### src/trd_pkg.sv
`timescale 1ns / 1ps

package trd_pkg;

	// Fixed widths of the pixel data path and of the configuration port.
	localparam int PIXEL_W        = 32;
	localparam int COUNT_W        = 8;
	localparam int TOTAL_W        = 32;
	localparam int BPP_W          = 3;
	localparam int APB_DATA_W     = 32;
	localparam int APB_ADDR_W     = 4;
	localparam int REG_IDX_W      = 2;

	// Default for the largest pixel the decoder assembles, in bytes.
	localparam int MAX_PIXEL_BYTES_DEF = 4;

	// Smallest pixel size the decoder uses.
	localparam logic [BPP_W-1:0] MIN_PIXEL_BYTES = 3'd2;

	// Packet header fields.
	localparam int          RUN_FLAG_BIT = 7;
	localparam logic [7:0]  COUNT_MASK   = 8'h7F;

	// Depth of the queue between the decoder and the output side.
	localparam int QUEUE_DEPTH = 2;

	// Register indexes on the configuration port.
	localparam logic [REG_IDX_W-1:0] REG_BYTES_PER_PIXEL = 2'd0;
	localparam logic [REG_IDX_W-1:0] REG_PIXEL_TOTAL     = 2'd1;
	localparam logic [REG_IDX_W-1:0] REG_RUN_LENGTH_MODE = 2'd2;

	// Reset values of the configuration registers.
	localparam logic [BPP_W-1:0]   BPP_RESET   = 3'd4;
	localparam logic [TOTAL_W-1:0] TOTAL_RESET = 32'd1;
	localparam logic               MODE_RESET  = 1'b1;

	typedef enum logic [1:0] {
		ST_OK        = 2'd0,
		ST_OVERRUN   = 2'd1,
		ST_EARLY_END = 2'd2
	} status_t;

	typedef struct packed {
		logic [BPP_W-1:0]   bytes_per_pixel;
		logic [TOTAL_W-1:0] pixel_total;
		logic               run_length_mode;
	} cfg_t;

	typedef struct packed {
		logic [PIXEL_W-1:0] pixel_value;
		logic [COUNT_W-1:0] repeat_count;
		logic               image_done;
		status_t            status;
	} result_t;

endpackage

### src/trd_byte_if.sv
`timescale 1ns / 1ps

interface trd_byte_if;
	logic       valid;
	logic       ready;
	logic [7:0] data_byte;
	logic       first_byte;
	logic       end_of_input;

	modport source (output valid, output data_byte, output first_byte, output end_of_input,
		input ready);
	modport sink (input valid, input data_byte, input first_byte, input end_of_input,
		output ready);
endinterface

### src/trd_pixel_if.sv
`timescale 1ns / 1ps

interface trd_pixel_if;
	import trd_pkg::*;

	logic                valid;
	logic                ready;
	logic [PIXEL_W-1:0]  pixel_value;
	logic [COUNT_W-1:0]  repeat_count;
	logic                image_done;
	status_t             status;

	modport source (output valid, output pixel_value, output repeat_count, output image_done,
		output status, input ready);
	modport sink (input valid, input pixel_value, input repeat_count, input image_done,
		input status, output ready);
endinterface

### src/trd_regs.sv
`timescale 1ns / 1ps

module trd_regs (
	input  logic                             clk,
	input  logic                             arst_n,
	input  logic                             psel,
	input  logic                             penable,
	input  logic                             pwrite,
	input  logic [trd_pkg::APB_ADDR_W-1:0]   paddr,
	input  logic [trd_pkg::APB_DATA_W-1:0]   pwdata,
	output logic [trd_pkg::APB_DATA_W-1:0]   prdata,
	output logic                             pready,
	output trd_pkg::cfg_t                    cfg
);
	import trd_pkg::*;

	logic [BPP_W-1:0]     bpp_q;
	logic [TOTAL_W-1:0]   total_q;
	logic                 mode_q;
	logic                 wr_en;
	logic [REG_IDX_W-1:0] idx;

	assign pready = 1'b1;
	assign wr_en  = psel & penable & pwrite;
	assign idx    = paddr[APB_ADDR_W-1:2];

	always_ff @(posedge clk or negedge arst_n) begin
		if (!arst_n) begin
			bpp_q   <= BPP_RESET;
			total_q <= TOTAL_RESET;
			mode_q  <= MODE_RESET;
		end else if (wr_en) begin
			case (idx)
				REG_BYTES_PER_PIXEL: bpp_q   <= pwdata[BPP_W-1:0];
				REG_PIXEL_TOTAL:     total_q <= pwdata[TOTAL_W-1:0];
				REG_RUN_LENGTH_MODE: mode_q  <= pwdata[0];
				default: ;
			endcase
		end
	end

	always_comb begin
		case (idx)
			REG_BYTES_PER_PIXEL: prdata = APB_DATA_W'(bpp_q);
			REG_PIXEL_TOTAL:     prdata = APB_DATA_W'(total_q);
			REG_RUN_LENGTH_MODE: prdata = APB_DATA_W'(mode_q);
			default:             prdata = '0;
		endcase
	end

	assign cfg.bytes_per_pixel = bpp_q;
	assign cfg.pixel_total     = total_q;
	assign cfg.run_length_mode = mode_q;
endmodule

### src/trd_front.sv
`timescale 1ns / 1ps

module trd_front #(
	parameter int MAX_PIXEL_BYTES = trd_pkg::MAX_PIXEL_BYTES_DEF
) (
	input  logic             clk,
	input  logic             arst_n,
	input  trd_pkg::cfg_t    cfg,
	trd_byte_if.sink         byte_chan,
	input  logic             room,
	output logic             push,
	output trd_pkg::result_t push_data
);
	import trd_pkg::*;

	localparam int AW  = MAX_PIXEL_BYTES * 8;
	localparam int BIW = $clog2(MAX_PIXEL_BYTES);

	logic                 active_q, expect_header_q, packet_is_run_q;
	logic [COUNT_W-1:0]   packet_left_q;
	logic [BIW-1:0]       byte_idx_q;
	logic [AW-1:0]        assembly_q;
	logic [TOTAL_W-1:0]   image_left_q;

	logic                 act_n, eh_n, pir_n;
	logic [COUNT_W-1:0]   ppl_n;
	logic [BIW-1:0]       bip_n;
	logic [AW-1:0]        asm_n;
	logic [TOTAL_W-1:0]   ipl_n;
	logic                 emit, go_idle, accept;
	logic [COUNT_W-1:0]   count, rep;
	logic [BPP_W-1:0]     pb;
	logic [7:0]           b;
	result_t              res;

	assign accept         = byte_chan.valid & room;
	assign byte_chan.ready = room;
	assign b              = byte_chan.data_byte;

	// Out-of-range pixel sizes are pulled into the supported range.
	always_comb begin
		if (cfg.bytes_per_pixel < MIN_PIXEL_BYTES)
			pb = MIN_PIXEL_BYTES;
		else if (cfg.bytes_per_pixel > BPP_W'(MAX_PIXEL_BYTES))
			pb = BPP_W'(MAX_PIXEL_BYTES);
		else
			pb = cfg.bytes_per_pixel;
	end

	always_comb begin
		act_n   = active_q;
		eh_n    = expect_header_q;
		pir_n   = packet_is_run_q;
		ppl_n   = packet_left_q;
		bip_n   = byte_idx_q;
		asm_n   = assembly_q;
		ipl_n   = image_left_q;
		emit    = 1'b0;
		go_idle = 1'b0;
		count   = ({1'b0, b[6:0]} & COUNT_MASK) + 8'd1;
		rep     = 8'd1;
		res     = '0;

		// A first byte drops any image in flight and loads the pixel budget.
		if (byte_chan.first_byte) begin
			act_n = (cfg.pixel_total != '0);
			eh_n  = 1'b1;
			pir_n = 1'b0;
			ppl_n = '0;
			bip_n = '0;
			asm_n = '0;
			ipl_n = cfg.pixel_total;
		end

		if (act_n) begin
			if (cfg.run_length_mode && eh_n) begin
				// Packet header.
				if (TOTAL_W'(count) > ipl_n) begin
					go_idle          = 1'b1;
					emit             = 1'b1;
					res.repeat_count = count;
					res.status       = ST_OVERRUN;
				end else begin
					pir_n = b[RUN_FLAG_BIT];
					ppl_n = count;
					eh_n  = 1'b0;
					bip_n = '0;
					asm_n = '0;
					if (byte_chan.end_of_input) begin
						go_idle    = 1'b1;
						emit       = 1'b1;
						res.status = ST_EARLY_END;
					end
				end
			end else begin
				asm_n = asm_n | (AW'(b) << {bip_n, 3'b000});
				if (BPP_W'(bip_n) + 3'd1 < pb) begin
					bip_n = bip_n + 1'b1;
					if (byte_chan.end_of_input) begin
						go_idle    = 1'b1;
						emit       = 1'b1;
						res.status = ST_EARLY_END;
					end
				end else begin
					// The pixel is complete.
					if (!cfg.run_length_mode) begin
						rep = 8'd1;
					end else if (pir_n) begin
						rep   = ppl_n;
						ppl_n = '0;
					end else begin
						rep   = 8'd1;
						ppl_n = ppl_n - 8'd1;
					end
					if (rep == '0)
						rep = 8'd1;
					if (TOTAL_W'(rep) > ipl_n)
						rep = ipl_n[COUNT_W-1:0];
					ipl_n            = ipl_n - TOTAL_W'(rep);
					emit             = 1'b1;
					res.pixel_value  = PIXEL_W'(asm_n);
					res.repeat_count = rep;
					res.image_done   = (ipl_n == '0);
					res.status       = ST_OK;
					bip_n            = '0;
					asm_n            = '0;
					if (ppl_n == '0)
						eh_n = 1'b1;
					if (res.image_done) begin
						go_idle = 1'b1;
					end else if (byte_chan.end_of_input) begin
						res.status = ST_EARLY_END;
						go_idle    = 1'b1;
					end
				end
			end
		end

		if (go_idle) begin
			act_n = 1'b0;
			eh_n  = 1'b1;
			pir_n = 1'b0;
			ppl_n = '0;
			bip_n = '0;
			asm_n = '0;
		end
	end

	always_ff @(posedge clk or negedge arst_n) begin
		if (!arst_n) begin
			active_q        <= 1'b0;
			expect_header_q <= 1'b1;
			packet_is_run_q <= 1'b0;
			packet_left_q   <= '0;
			byte_idx_q      <= '0;
			assembly_q      <= '0;
			image_left_q    <= '0;
		end else if (accept) begin
			active_q        <= act_n;
			expect_header_q <= eh_n;
			packet_is_run_q <= pir_n;
			packet_left_q   <= ppl_n;
			byte_idx_q      <= bip_n;
			assembly_q      <= asm_n;
			image_left_q    <= ipl_n;
		end
	end

	assign push      = accept & emit;
	assign push_data = res;
endmodule

### src/trd_queue.sv
`timescale 1ns / 1ps

module trd_queue (
	input  logic             clk,
	input  logic             arst_n,
	input  logic             push,
	input  trd_pkg::result_t push_data,
	output logic             room,
	trd_pixel_if.source      pixel_chan
);
	import trd_pkg::*;

	localparam int PW = (QUEUE_DEPTH > 1) ? $clog2(QUEUE_DEPTH) : 1;
	localparam int CW = $clog2(QUEUE_DEPTH + 1);

	result_t         entry_q [QUEUE_DEPTH];
	logic [PW-1:0]   wr_ptr_q, rd_ptr_q;
	logic [CW-1:0]   fill_q;
	logic            pop;
	result_t         head;

	assign room = (fill_q != CW'(QUEUE_DEPTH));
	assign pop  = pixel_chan.valid & pixel_chan.ready;
	assign head = entry_q[rd_ptr_q];

	always_ff @(posedge clk) begin
		if (push)
			entry_q[wr_ptr_q] <= push_data;
	end

	always_ff @(posedge clk or negedge arst_n) begin
		if (!arst_n) begin
			wr_ptr_q <= '0;
			rd_ptr_q <= '0;
			fill_q   <= '0;
		end else begin
			if (push)
				wr_ptr_q <= (wr_ptr_q == PW'(QUEUE_DEPTH - 1)) ? '0 : wr_ptr_q + 1'b1;
			if (pop)
				rd_ptr_q <= (rd_ptr_q == PW'(QUEUE_DEPTH - 1)) ? '0 : rd_ptr_q + 1'b1;
			case ({push, pop})
				2'b10:   fill_q <= fill_q + 1'b1;
				2'b01:   fill_q <= fill_q - 1'b1;
				default: fill_q <= fill_q;
			endcase
		end
	end

	assign pixel_chan.valid        = (fill_q != '0);
	assign pixel_chan.pixel_value  = head.pixel_value;
	assign pixel_chan.repeat_count = head.repeat_count;
	assign pixel_chan.image_done   = head.image_done;
	assign pixel_chan.status       = head.status;
endmodule

### src/tga_rle_pixel_decoder.sv
`timescale 1ns / 1ps

// TGA pixel-data decoder for raw (type 2) and run-length (type 10) images.
// Bytes of the pixel-data section enter on byte_chan, one item per cycle when
// ready is high; first_byte starts a new image and end_of_input marks the
// last byte the source has. Each finished pixel leaves on pixel_chan as one
// item with its value, a repeat count of 1 to 128, an image_done flag and a
// status that reports a packet overrunning the image or input ending early.
// Configuration (pixel size, pixel total, raw or run-length mode) is written
// over the APB port at byte addresses 0, 4 and 8; the user must do so only
// while the block is idle; the block itself does not enforce this. Bytes are
// taken one per cycle while the queue has room, and the decoder updates all
// of its state in the cycle a byte is accepted. Each result is registered
// into a two-entry queue between the decoder and the output; when the receiver
// stalls, it absorbs up to two results; when full, byte_chan.ready drops
// until an item leaves. Reset clears the decoder to idle, empties the queue
// and restores four bytes per pixel, a total of one pixel and run-length mode.
module tga_rle_pixel_decoder #(
	parameter int MAX_PIXEL_BYTES = trd_pkg::MAX_PIXEL_BYTES_DEF
) (
	input  logic                           clk,
	input  logic                           arst_n,
	trd_byte_if.sink                       byte_chan,
	trd_pixel_if.source                    pixel_chan,
	input  logic                           psel,
	input  logic                           penable,
	input  logic                           pwrite,
	input  logic [trd_pkg::APB_ADDR_W-1:0] paddr,
	input  logic [trd_pkg::APB_DATA_W-1:0] pwdata,
	output logic [trd_pkg::APB_DATA_W-1:0] prdata,
	output logic                           pready
);
	import trd_pkg::*;

	cfg_t    cfg;
	logic    room;
	logic    push;
	result_t push_data;

	// Configuration registers, read live by the decoder.
	trd_regs u_regs (
		.clk     (clk),
		.arst_n  (arst_n),
		.psel    (psel),
		.penable (penable),
		.pwrite  (pwrite),
		.paddr   (paddr),
		.pwdata  (pwdata),
		.prdata  (prdata),
		.pready  (pready),
		.cfg     (cfg)
	);

	// Front: packet and pixel parsing, one byte per cycle while there is room.
	trd_front #(
		.MAX_PIXEL_BYTES (MAX_PIXEL_BYTES)
	) u_front (
		.clk       (clk),
		.arst_n    (arst_n),
		.cfg       (cfg),
		.byte_chan (byte_chan),
		.room      (room),
		.push      (push),
		.push_data (push_data)
	);

	// Back: result queue that drives the output channel.
	trd_queue u_queue (
		.clk        (clk),
		.arst_n     (arst_n),
		.push       (push),
		.push_data  (push_data),
		.room       (room),
		.pixel_chan (pixel_chan)
	);
endmodule
### src/flat_wrapper.sv
// flat-port wrapper written by rule: the top's interface ports become plain ports
module tga_rle_pixel_decoder_flat import trd_pkg::*;
#(
	parameter int MAX_PIXEL_BYTES = trd_pkg::MAX_PIXEL_BYTES_DEF
)
  (clk, arst_n, psel, penable, pwrite, paddr, pwdata, prdata, pready, byte_chan_valid, byte_chan_data_byte, byte_chan_first_byte, byte_chan_end_of_input, byte_chan_ready, pixel_chan_valid, pixel_chan_pixel_value, pixel_chan_repeat_count, pixel_chan_image_done, pixel_chan_status, pixel_chan_ready);
  trd_byte_if byte_chan_i ();
  trd_pixel_if pixel_chan_i ();
  input  logic clk;
  input  logic arst_n;
  input  logic psel;
  input  logic penable;
  input  logic pwrite;
  input  logic [trd_pkg::APB_ADDR_W-1:0] paddr;
  input  logic [trd_pkg::APB_DATA_W-1:0] pwdata;
  output logic [trd_pkg::APB_DATA_W-1:0] prdata;
  output logic pready;
  input wire logic [$bits(byte_chan_i.valid)-1:0] byte_chan_valid;
  input wire logic [$bits(byte_chan_i.data_byte)-1:0] byte_chan_data_byte;
  input wire logic [$bits(byte_chan_i.first_byte)-1:0] byte_chan_first_byte;
  input wire logic [$bits(byte_chan_i.end_of_input)-1:0] byte_chan_end_of_input;
  output wire logic [$bits(byte_chan_i.ready)-1:0] byte_chan_ready;
  output wire logic [$bits(pixel_chan_i.valid)-1:0] pixel_chan_valid;
  output wire logic [$bits(pixel_chan_i.pixel_value)-1:0] pixel_chan_pixel_value;
  output wire logic [$bits(pixel_chan_i.repeat_count)-1:0] pixel_chan_repeat_count;
  output wire logic [$bits(pixel_chan_i.image_done)-1:0] pixel_chan_image_done;
  output wire logic [$bits(pixel_chan_i.status)-1:0] pixel_chan_status;
  input wire logic [$bits(pixel_chan_i.ready)-1:0] pixel_chan_ready;
  assign byte_chan_i.valid = byte_chan_valid;
  assign byte_chan_i.data_byte = byte_chan_data_byte;
  assign byte_chan_i.first_byte = byte_chan_first_byte;
  assign byte_chan_i.end_of_input = byte_chan_end_of_input;
  assign byte_chan_ready = byte_chan_i.ready;
  assign pixel_chan_valid = pixel_chan_i.valid;
  assign pixel_chan_pixel_value = pixel_chan_i.pixel_value;
  assign pixel_chan_repeat_count = pixel_chan_i.repeat_count;
  assign pixel_chan_image_done = pixel_chan_i.image_done;
  assign pixel_chan_status = pixel_chan_i.status;
  assign pixel_chan_i.ready = pixel_chan_ready;
  tga_rle_pixel_decoder #(.MAX_PIXEL_BYTES(MAX_PIXEL_BYTES)) u_core (.clk(clk), .arst_n(arst_n), .byte_chan(byte_chan_i), .pixel_chan(pixel_chan_i), .psel(psel), .penable(penable), .pwrite(pwrite), .paddr(paddr), .pwdata(pwdata), .prdata(prdata), .pready(pready));
endmodule
### config.mk
export PLATFORM = sky130hd
export DESIGN_NAME = tga_rle_pixel_decoder_flat
export DESIGN_NICKNAME = d
export VERILOG_FILES = /design/src/trd_pkg.sv /design/src/trd_byte_if.sv /design/src/trd_pixel_if.sv /design/src/trd_regs.sv /design/src/trd_front.sv /design/src/trd_queue.sv /design/src/tga_rle_pixel_decoder.sv /design/src/flat_wrapper.sv
export SDC_FILE = /design/constraint.sdc
export NUM_CORES = 1
export LEC_CHECK = 0
export BUFFER_PORTS_ARGS = -buffer_cell sky130_fd_sc_hd__buf_2
export CAP_MARGIN = 5
export CORE_MARGIN = 3
export CORE_UTILIZATION = 55
export DETAILED_ROUTE_END_ITERATION = 12
export GPL_TIMING_DRIVEN = 0
export PLACE_DENSITY = 0.78
export RECOVER_POWER = 100
export SETUP_SLACK_MARGIN = 0.5
export SYNTH_ARGS = -nofsm -noshare
export SYNTH_HDL_FRONTEND = slang
export SYNTH_SLANG_ARGS = --single-unit
### constraint.sdc
create_clock -name clk -period 8.3 [get_ports clk]
set_input_delay 0.415 -clock clk [delete_from_list [all_inputs] [get_ports clk]]
set_output_delay 0.415 -clock clk [all_outputs]
set_load 0.01 [all_outputs]
## Word-level counts from Yosys, hierarchy flattened

Memories as Yosys holds them, arrays and structs flattened.
Cells that the tools add are included.

- Muxes and demuxes: 82
- Equal/unequal tests: 5
- Shifts and indexed selects: 1
- Bitwise logic cells: 6
- Reductions and logical operators: 11
- Magnitude comparators: 5
- $add $sub $neg: 9

Operators with widths:

| kind | count |
|---|---|
| $mux W32 | 11 |
| $mux W8 | 26 |
| $pmux W32 S3 | 1 |
| $gt A8 B32 Y1 | 2 |
| $mux W43 | 1 |
| $mux W41 | 1 |
| $logic_not A32 Y1 | 1 |
| $or A32 B32 Y32 | 1 |
| $reduce_bool A32 Y1 | 1 |
| $shl A8 B5 Y32 | 1 |
| $sub A32 B8 Y32 | 1 |
| $mux W1 | 28 |
| $mux W2 | 11 |
| $logic_not A8 Y1 | 2 |
| $add A7 B1 Y8 const B | 1 |
| $sub A8 B1 Y8 const B | 1 |
| $mux W3 | 2 |
| $reduce_and A2 Y1 | 3 |
| $and A1 B1 Y1 | 5 |
| $add A2 B1 Y2 const B | 2 |
| $eq A2 B1 Y1 const B | 2 |
| $eq A2 B2 Y1 const B | 2 |
| $pmux W2 S2 | 1 |
| $reduce_bool A2 Y1 | 2 |
| other kinds (9) | 10 |

- Register bits: 117
- Output and inout bits: 78
- Memories kept: 1
- Bits in writable memories: 86
- Word-level logic and storage cells: 133
- Input port bits: 53

Memories:

| name | words | bits a word | read ports | clocked after memory_dff | wr ports | line | text |
|---|---|---|---|---|---|---|---|
| u_core.u_queue.entry_q | 2 | 43 | 1 | 0 | 1 | trd_queue.sv:16 | `result_t entry_q [QUEUE_DEPTH];` |

## Logic depth before layout (Yosys ltp)

Gate-level depths: netlist of run 1.

- Depth after elaboration: 24
- Depth in mapped cells: 31
- Gate-level depth less buffers: 23

## Hierarchy

From an unflattened synthesis of run 1, not the netlist that was laid out.

- Cells, all modules: 1136
- Area total of the unflattened synthesis: 11836.4 sq um

Modules (own cells, without submodules):

| module | sequential area each (sq um) | area each (sq um) | cells each | instances |
|---|---|---|---|---|
| trd_front | 1928.1 | 6836.6 | 861 | 1 |
| trd_queue | 2682.6 | 3331.9 | 151 | 1 |
| trd_regs | 904.6 | 1667.8 | 124 | 1 |

## Least setup slack after synthesis of run 1

No wires, ideal clock.

- Kind: input-to-reg
- From: input port byte_chan_first_byte
- To: memory u_core.u_queue.entry_q[0][1] (netlist name) (data pin)
- Arrival: 7.324 ns
- Slack: 0.718 ns
- Stages on the path: 31
- Data required time: 8.042 ns
- Library setup time: 0.258 ns
- Cell sequence: buf_4 > buf_2 > buf_2 > buf_1 > buf_1 > buf_2 > buf_2 > clkbuf_1 > o2111ai_1 > and3_1 > ha_1 > nor2b_1 > o21a_1 > o21a_1 > o21a_1 > o21bai_1 > a221oi_2 > mux2i_1 > ha_1 > inv_1 > fa_1 > a21o_1 > a221oi_1 > o21ai_0 > clkbuf_1 > nor3_1 > xnor2_1 > or4_1 > or3_1 > buf_2 > o21a_1

RTL lines:

| element | line | text |
|---|---|---|
| start: declaration | flat_wrapper.sv:20 | `input wire logic [$bits(byte_chan_i.first_byte)-1:0] byte_chan_first_byte;` |
| end: declaration | trd_queue.sv:16 |  |

==> results of run 1 <==
stage by stage:
| step | cells | hold slack, ns | setup WS (ns) | total power [mW] | instance area [um2] |
|---|---|---|---|---|---|
| after global placement | 1583 | 0.458 | -2.28 | 3.19 | 13000 |
| after floorplan | 1186 | 0.119 | 0.718 | 2.66 | 12100 |
| final | 1629 | 0.120 | 0.661 | 4.29 | 13900 |
| after CTS | 1629 | 0.110 | 0.557 | 4.29 | 14000 |
| after global routing | 1629 | 0.132 | 0.367 | 4.51 | 13900 |
| after detailed placement | 1587 | 0.327 | -2.30 | 3.23 | 13100 |
sequential cells by signal (all words and copies together), names as in the netlist:
signal	count
u_core.u_regs.total_q	32
u_core.u_front.byte_idx_q	2
u_core.u_regs.bpp_q	3
u_core.u_regs.mode_q	1
u_core.u_front.image_left_q	32
u_core.u_front.expect_header_q	1
u_core.u_front.packet_left_q	8
u_core.u_front.active_q	1
u_core.u_front.packet_is_run_q	1
u_core.u_queue.wr_ptr_q	1
u_core.u_queue.rd_ptr_q	1
u_core.u_queue.entry_q	86
u_core.u_queue.fill_q	2
u_core.u_front.assembly_q	32
worst max-delay path: cells and delay by family:
family	cells	cell delay, ns
buffers and inverters	12	2.66
multiplexers	2	0.73
adder cells (fa/ha/maj)	2	0.52
AND/OR/NAND/NOR	5	1.42
AO/OA/AOI/OAI	9	2.11
cells in the final DEF (no fill, tap or decap), types with 12 or more instances in the layout:
| cell | count |
|---|---|
| clkbuf_1 | 119 |
| and2_1 | 21 |
| clkbuf_16 | 23 |
| edfxtp_1 | 86 |
| nor4_1 | 18 |
| xnor2_1 | 24 |
| xor2_1 | 23 |
| mux2i_1 | 33 |
| nand3_1 | 22 |
| nand2_1 | 85 |
| a221o_1 | 12 |
| dfrtp_1 | 113 |
| nor3_1 | 34 |
| ha_1 | 30 |
| buf_2 | 75 |
| a22oi_1 | 39 |
| mux2_2 | 75 |
| o21ai_0 | 65 |
| and2_0 | 20 |
| a22o_1 | 38 |
| nor2_1 | 95 |
| inv_1 | 37 |
| a21oi_1 | 31 |
report_power, final:
part / switching, mW / total (mW) / internal [mW]
clock network: 0.398 / 1.03 / 0.631
registers: 0.236 / 1.55 / 1.31
logic: 1.05 / 1.71 / 0.661
Yosys cell counts (all sizes together) (9+ instances only):
master  number  area (um2)
o21ai       67         335
o22ai        9        56.3
o21a        10        75.1
dfrtp      113        2830
and2        41         257
ha          30         375
a22o        38         333
edfxtp      86        2580
clkbuf      62         233
nor2        95         357
xnor2       24         210
a221o       12         120
a21o        10        75.1
nand4       11        68.8
or3         11        68.8
mux2        86         968
nand2       85         319
nor3        35         175
mux2i       36         360
nand3       23         120
xor2        23         201
a21oi       31         155
nor2b       11        68.8
a22oi       39         293
nor4        18         113
buf         16        76.3
inv         37         139
what timing repair did:
item,CTS,global route
resized for setup,17,14
hold buffers,1,0
endpoints found under the hold margin,32,0
pin swaps,1,0
setup buffers,1,0
endpoints found under the setup margin,41,14
final cells by class:
cell class,count,area [um2],area share (%)
plain buffers,78,355,2.56
clock buffers,31,636,4.58
clock inverters,9,138,0.993
inverters,37,139,1.00
multi-input cells,868,6150,44.4
flip-flops and latches,203,5520,39.8
well taps,275,344,2.48
repair buffers,128,588,4.24
layer usage:
metal | GRT usage, % | up-vias
met3 | 6.05 | 87
met5 | 0 | -
met2 | 46.7 | 607
li1 | - | 4725
met1 | 45.1 | 5130
met4 | 7.40 | 0
kinds of logic (layout without fill, tap and decap cells):
group	after synthesis	in the layout
flops	203	203
fa+ha+maj	31	31
buf+inv	115	283
compound gates	281	281
mux	122	122
simple gates	386	386
other cells	1	1
xor+xnor	47	47
worst paths after layout:
kind | startpoint | end | slack (ns) | depth (start not counted)
worst max-delay path | byte_chan_first_byte | u_core.u_queue.entry_q[1][1]$_DFFE_PP_ | 0.66 | 30
max in group asynchronous | arst_n | u_core.u_front.assembly_q[0]$_DFFE_PN0P_ | 2.10 | 3
worst max register to register | u_core.u_regs.mode_q$_DFFE_PN1P_ | u_core.u_queue.entry_q[1][1]$_DFFE_PP_ | 1.38 | 24
worst min-delay path | pwdata[20] | u_core.u_regs.total_q[20]$_DFFE_PN0P_ | 0.12 | 3
min in group asynchronous | arst_n | u_core.u_regs.total_q[21]$_DFFE_PN0P_ | 0.97 | 2
worst min register to register | u_core.u_front.image_left_q[4]$_DFFE_PN0P_ | u_core.u_front.image_left_q[4]$_DFFE_PN0P_ | 0.49 | 2
==> reports/qor.txt, run 1 <==
asr flop ratio synth: 57.6%
Fin Setup TNS: 0 ns
VDD IR-drop max: 0.215 mV
CP required: 8.53 ns
cells after synthesis: 1186
Final Hold Fails: 0
met2 wire length: 16400 um
initial antenna violation count: 0
Synth Area in XOR/XNOR: 3.41%
met3 WL: 4050 um
Synth Cell Area: 12100 um2
# fillers: 1757
port buffer count: 122
row cnt: 53
GRT overflow: 0
Clock Pin Slew Worst Setup and Hold Paths: 0.06 ns
RD Place Congestion: 1.00
first-pass GRT wire length: 57800 um
Clock Sink Count: 203
Synth cell types: 72
fin crit period: 7.64 ns
Final nets: 1422
Antenna diodes: 0
DRT iter0 DRCs: 1198
I/O Pins: 131
mux share of post-synthesis cell area: 11.0%
effective utilization at floorplan: 56.7%
Startpoint Class: input port
Num CTS Buffers: 22
die width: 154 um
area grow syn2layout: 14.9%
overall global routing resource usage: 30.5%
vias in the first global route: 10200
Post-synth top flop: dfrtp_1
Fmax: 131 MHz
fin. max-slew vios: 186
simple-gate share of the synthesized area: 16.3%
Max Cap Viol: 4
final period utilization: 92.0%
Yosys warnings: 0
final setup skew: 0.0161 ns
die area: 23800 um2
first-pass detailed-route iteration total: 5
Worst Setup End Kind: flip-flop
syn_area_per_cell: 10.2 um2
DR vias/cell: 6.48
TritonCTS clock tree: done
DRC viols: 0
largest net degree at the start of global routing: 86
vias: 10500
EDFF count, synth: 86
Critical Path AT: 7.87 ns
Wirelength per Cell: 23.0 um
wl on met1: 16100 um
Lkg Pwr: 5.56 nW
sequential fraction of the synthesis area: 45.7%
Longest Clk Path Bufs: 3
Synth Area in Compound Gates: 16.6%
post-DP HPWL: 27800 um
Die Ht: 154 um
Slew Limit Headroom: -206%
Syn Nets: 1270
Power Dens Cells: 309 nW/um2
Core Area: 21300 um2
RSZ-0062 raised after global routing: false
post-layout util: 65.1%
status: complete, but fails checks
antenna viol nets, final: 0
CP max stage delay: 0.46 ns
fraction of the mapped netlist area in adder cells: 3.28%
share of layout cells above drive strength 1: 16.2%
failing checks: capacitance limit, slew limit
Skew-Pair Late Insertion Delay: 0.51 ns
H-tree depth: 1
Worst path slowest cell: or4_1
Synth Register Bits: 203
final wirelength: 37400 um
Root Buffer: clkbuf_16
Least-Margin Pin Slew: 4.59 ns
WS Path Type: in -> reg
HP Class: in -> reg
Highest Signal Layer: met4
Max Fanout on Critical Path: 10
largest family of logic cells by synthesized area: compound AO/OA/AOI/OAI gates
Final setup violation count: 0
Power figures use the tool's default switching activity.
==> inputs of run 2 (changes only) <==
CORE_UTILIZATION = 54   (was 55)
PLACE_DENSITY = 0.8   (was 0.78)
clock period = 6.26 ns   (was 8.3 ns; I/O delays follow)
==> reports/qor.txt, run 2 (synthesized netlist as in run 1, its figures left out) <==
die area: 24200 um2 (was 23800 um2)
WHS Path Cells: 3 (unchanged)
effective utilization at floorplan: 55.1% (was 56.7%)
initial antenna violation count: 1 (was 0)
max reg flops: 86 (unchanged)
RD Place Congestion: 1.02 (was 1.00)
fin. max-slew vios: 120 (was 186)
largest net degree at the start of global routing: 88 (was 86)
first-pass detailed-route iteration total: 6 (was 5)
Critical Path AT: 6.20 ns (was 7.87 ns)
VDD IR-drop max: 0.205 mV (was 0.215 mV)
sequential share of power: 35.8% (was 36.1%)
Lkg Pwr: 5.76 nW (was 5.56 nW)
Longest Clk Path Bufs: 3 (unchanged)
antenna viol nets, final: 0 (unchanged)
HP Class: in -> reg (unchanged)
Final WS setup: 0.304 ns (was 0.661 ns)
share of layout cells above drive strength 1: 21.9% (was 16.2%)
Final Hold Fails: 0 (unchanged)
Worst path depth: 31 (was 30)
Fmax: 168 MHz
Slew Limit Headroom: -49.3% (was -206%)
Root Buffer: clkbuf_16 (unchanged)
Area after DPL: 13300 um2 (was 13100 um2)
Startpoint Class: input port (unchanged)
I/O Pins: 131 (unchanged)
most frequent cells in the layout: clkbuf_1, dfrtp_1, nor2_1 (unchanged)
DR vias/cell: 6.49 (was 6.48)
WS Path Type: in -> reg (unchanged)
Clock Pin Slew Worst Setup and Hold Paths: 0.06 ns (about the same)
overall global routing resource usage: 30.6% (was 30.5%)
failing checks: capacitance limit, slew limit (unchanged)
Least-Margin Pin Slew: 2.24 ns (was 4.59 ns)
Pwr Total: 5.74 mW (was 4.29 mW)
status: complete, but fails checks (unchanged)
Comb pwr share: 43.2% (was 40.0%)
Final setup violation count: 0 (unchanged)
total internal power: 3.43 mW (was 2.60 mW)
Final nets: 1454 (was 1422)
kind of cell adding the most delay to the critical path: compound AO/OA/AOI/OAI gates (was buffers and inverters)
Worst Setup End Kind: flip-flop (unchanged)
Fin Setup TNS: 0 ns (unchanged)
fin crit period: 5.96 ns
Min Hold Slack: 0.0161 ns (was 0.120 ns)
row cnt: 54 (was 53)
Antenna diodes: 0 (unchanged)
final wirelength: 38100 um (was 37400 um)
first-pass GRT wire length: 58800 um (was 57800 um)
Clock Sink Count: 203 (unchanged)
DRC viols: 0 (unchanged)
Largest Register: u_core.u_queue.entry_q (unchanged)
H-tree depth: 1 (unchanged)
CP max stage delay: 0.49 ns (was 0.46 ns)
Skew-Pair Late Insertion Delay: 0.51 ns (about the same)
final setup skew: 0.0202 ns (was 0.0161 ns)
Power Dens Cells: 399 nW/um2 (was 309 nW/um2)
TritonCTS clock tree: done (unchanged)
Num CTS Buffers: 21 (was 22)
die width: 156 um (was 154 um)
Core Area: 21900 um2 (was 21300 um2)
Wirelength per Cell: 22.9 um (was 23.0 um)
fin area: 14400 um2 (was 13900 um2)
port buffer count: 122 (unchanged)
worst reg-to-reg path cell count: 23 (was 24)
vias: 10800 (was 10500)
vias in the first global route: 10300 (was 10200)
Die Ht: 156 um (was 154 um)
area grow syn2layout: 19.3% (was 14.9%)
GRT overflow: 0 (unchanged)
Worst path slowest cell: or4_4 (was or4_1)
RSZ-0062 raised after global routing: true (was false)
CP bufs+invs: 12 (unchanged)
Worst path most repeated cell: buf_12
final period utilization: 95.1%
Max Fanout on Critical Path: 6 (was 10)
switching power: 2.31 mW (was 1.69 mW)
Clk pwr share: 21.0% (was 24.0%)
post-DP HPWL: 27500 um (was 27800 um)
post-place setup slack: -1.66 ns (was -2.30 ns)
sw frac: 40.2% (was 39.3%)
CP required: 6.50 ns (was 8.53 ns)
Max Cap Viol: 2 (was 4)
DRT iter0 DRCs: 1213 (was 1198)
commonest non-fill, non-tap cell in the layout: clkbuf_1 (unchanged)
run 2: stage by stage:
| stage | utilization (%) | cells |
|---|---|---|
| final | 65.8 | 1664 |
| after global routing | 65.8 | 1664 |
| after CTS | 65.5 | 1654 |
| after detailed placement | 60.6 | 1592 |
| after global placement | 60.1 | 1588 |
| after floorplan | - | 1186 |
run 2: what timing repair did:
action | in CTS | in global routing
hold endpoints to repair | 30 | 0
buffers inserted | 23 | 9
gates resized for setup | 60 | 38
pin swaps | 13 | 14
gates cloned | 1 | 0
hold buffers | 1 | 0
endpoints found under the setup margin | 39 | 20
run 2: per-layer routing:
metal  share of wire (%)  wire, um  vias up  global-route usage [%]
met2                  44     16900      653                    47.5
li1                    -         -     4786                       -
met4                 4.0      1530        2                    10.1
met1                  41     15700     5249                    43.5
met5               0.058        22        -                       0
met3                  10      3990      105                    5.84
run 2: worst paths after layout:
check,startpoint,end,slack [ns]
setup / recovery,byte_chan_first_byte,u_core.u_queue.entry_q[1][1]$_DFFE_PP_,0.30
hold / removal,pwdata[20],u_core.u_regs.total_q[20]$_DFFE_PN0P_,0.02
setup reg to reg,u_core.u_regs.mode_q$_DFFE_PN1P_,u_core.u_queue.entry_q[1][1]$_DFFE_PP_,0.43
hold reg to reg,u_core.u_front.image_left_q[7]$_DFFE_PN0P_,u_core.u_front.image_left_q[7]$_DFFE_PN0P_,0.49
max in group asynchronous,arst_n,u_core.u_front.assembly_q[17]$_DFFE_PN0P_,2.47
min in group asynchronous,arst_n,u_core.u_front.image_left_q[15]$_DFFE_PN0P_,0.79
run 2: area by class of cell:
type,instances,area (um2)
plain buffers,78,459
repair buffers,161,888
multi-input cells,868,6400
clock buffers,26,568
clock inverters,11,80.1
flip-flops and latches,203,5520
inverters,37,139
well taps,280,350
fillers,1788,7490
run 2: power groups by stage:
stage                     clock network [mW]  logic (mW)  registers (mW)
after floorplan                            0        1.62            1.94
after global placement                     0        2.21            2.04
after detailed placement                   0        2.26            2.06
after CTS                               1.22        2.40            2.04
after global routing                    1.28        2.69            2.08
final                                   1.21        2.48            2.05
run 2: worst reg2reg max path, delay by kind of cell (launching register included):
kind / cells / cell delay [ns]
compound gates: 10 / 1.94
fa+ha+maj: 3 / 0.72
buf+inv: 4 / 0.58
flops: 1 / 0.61
mux: 1 / 0.29
simple gates: 5 / 1.43
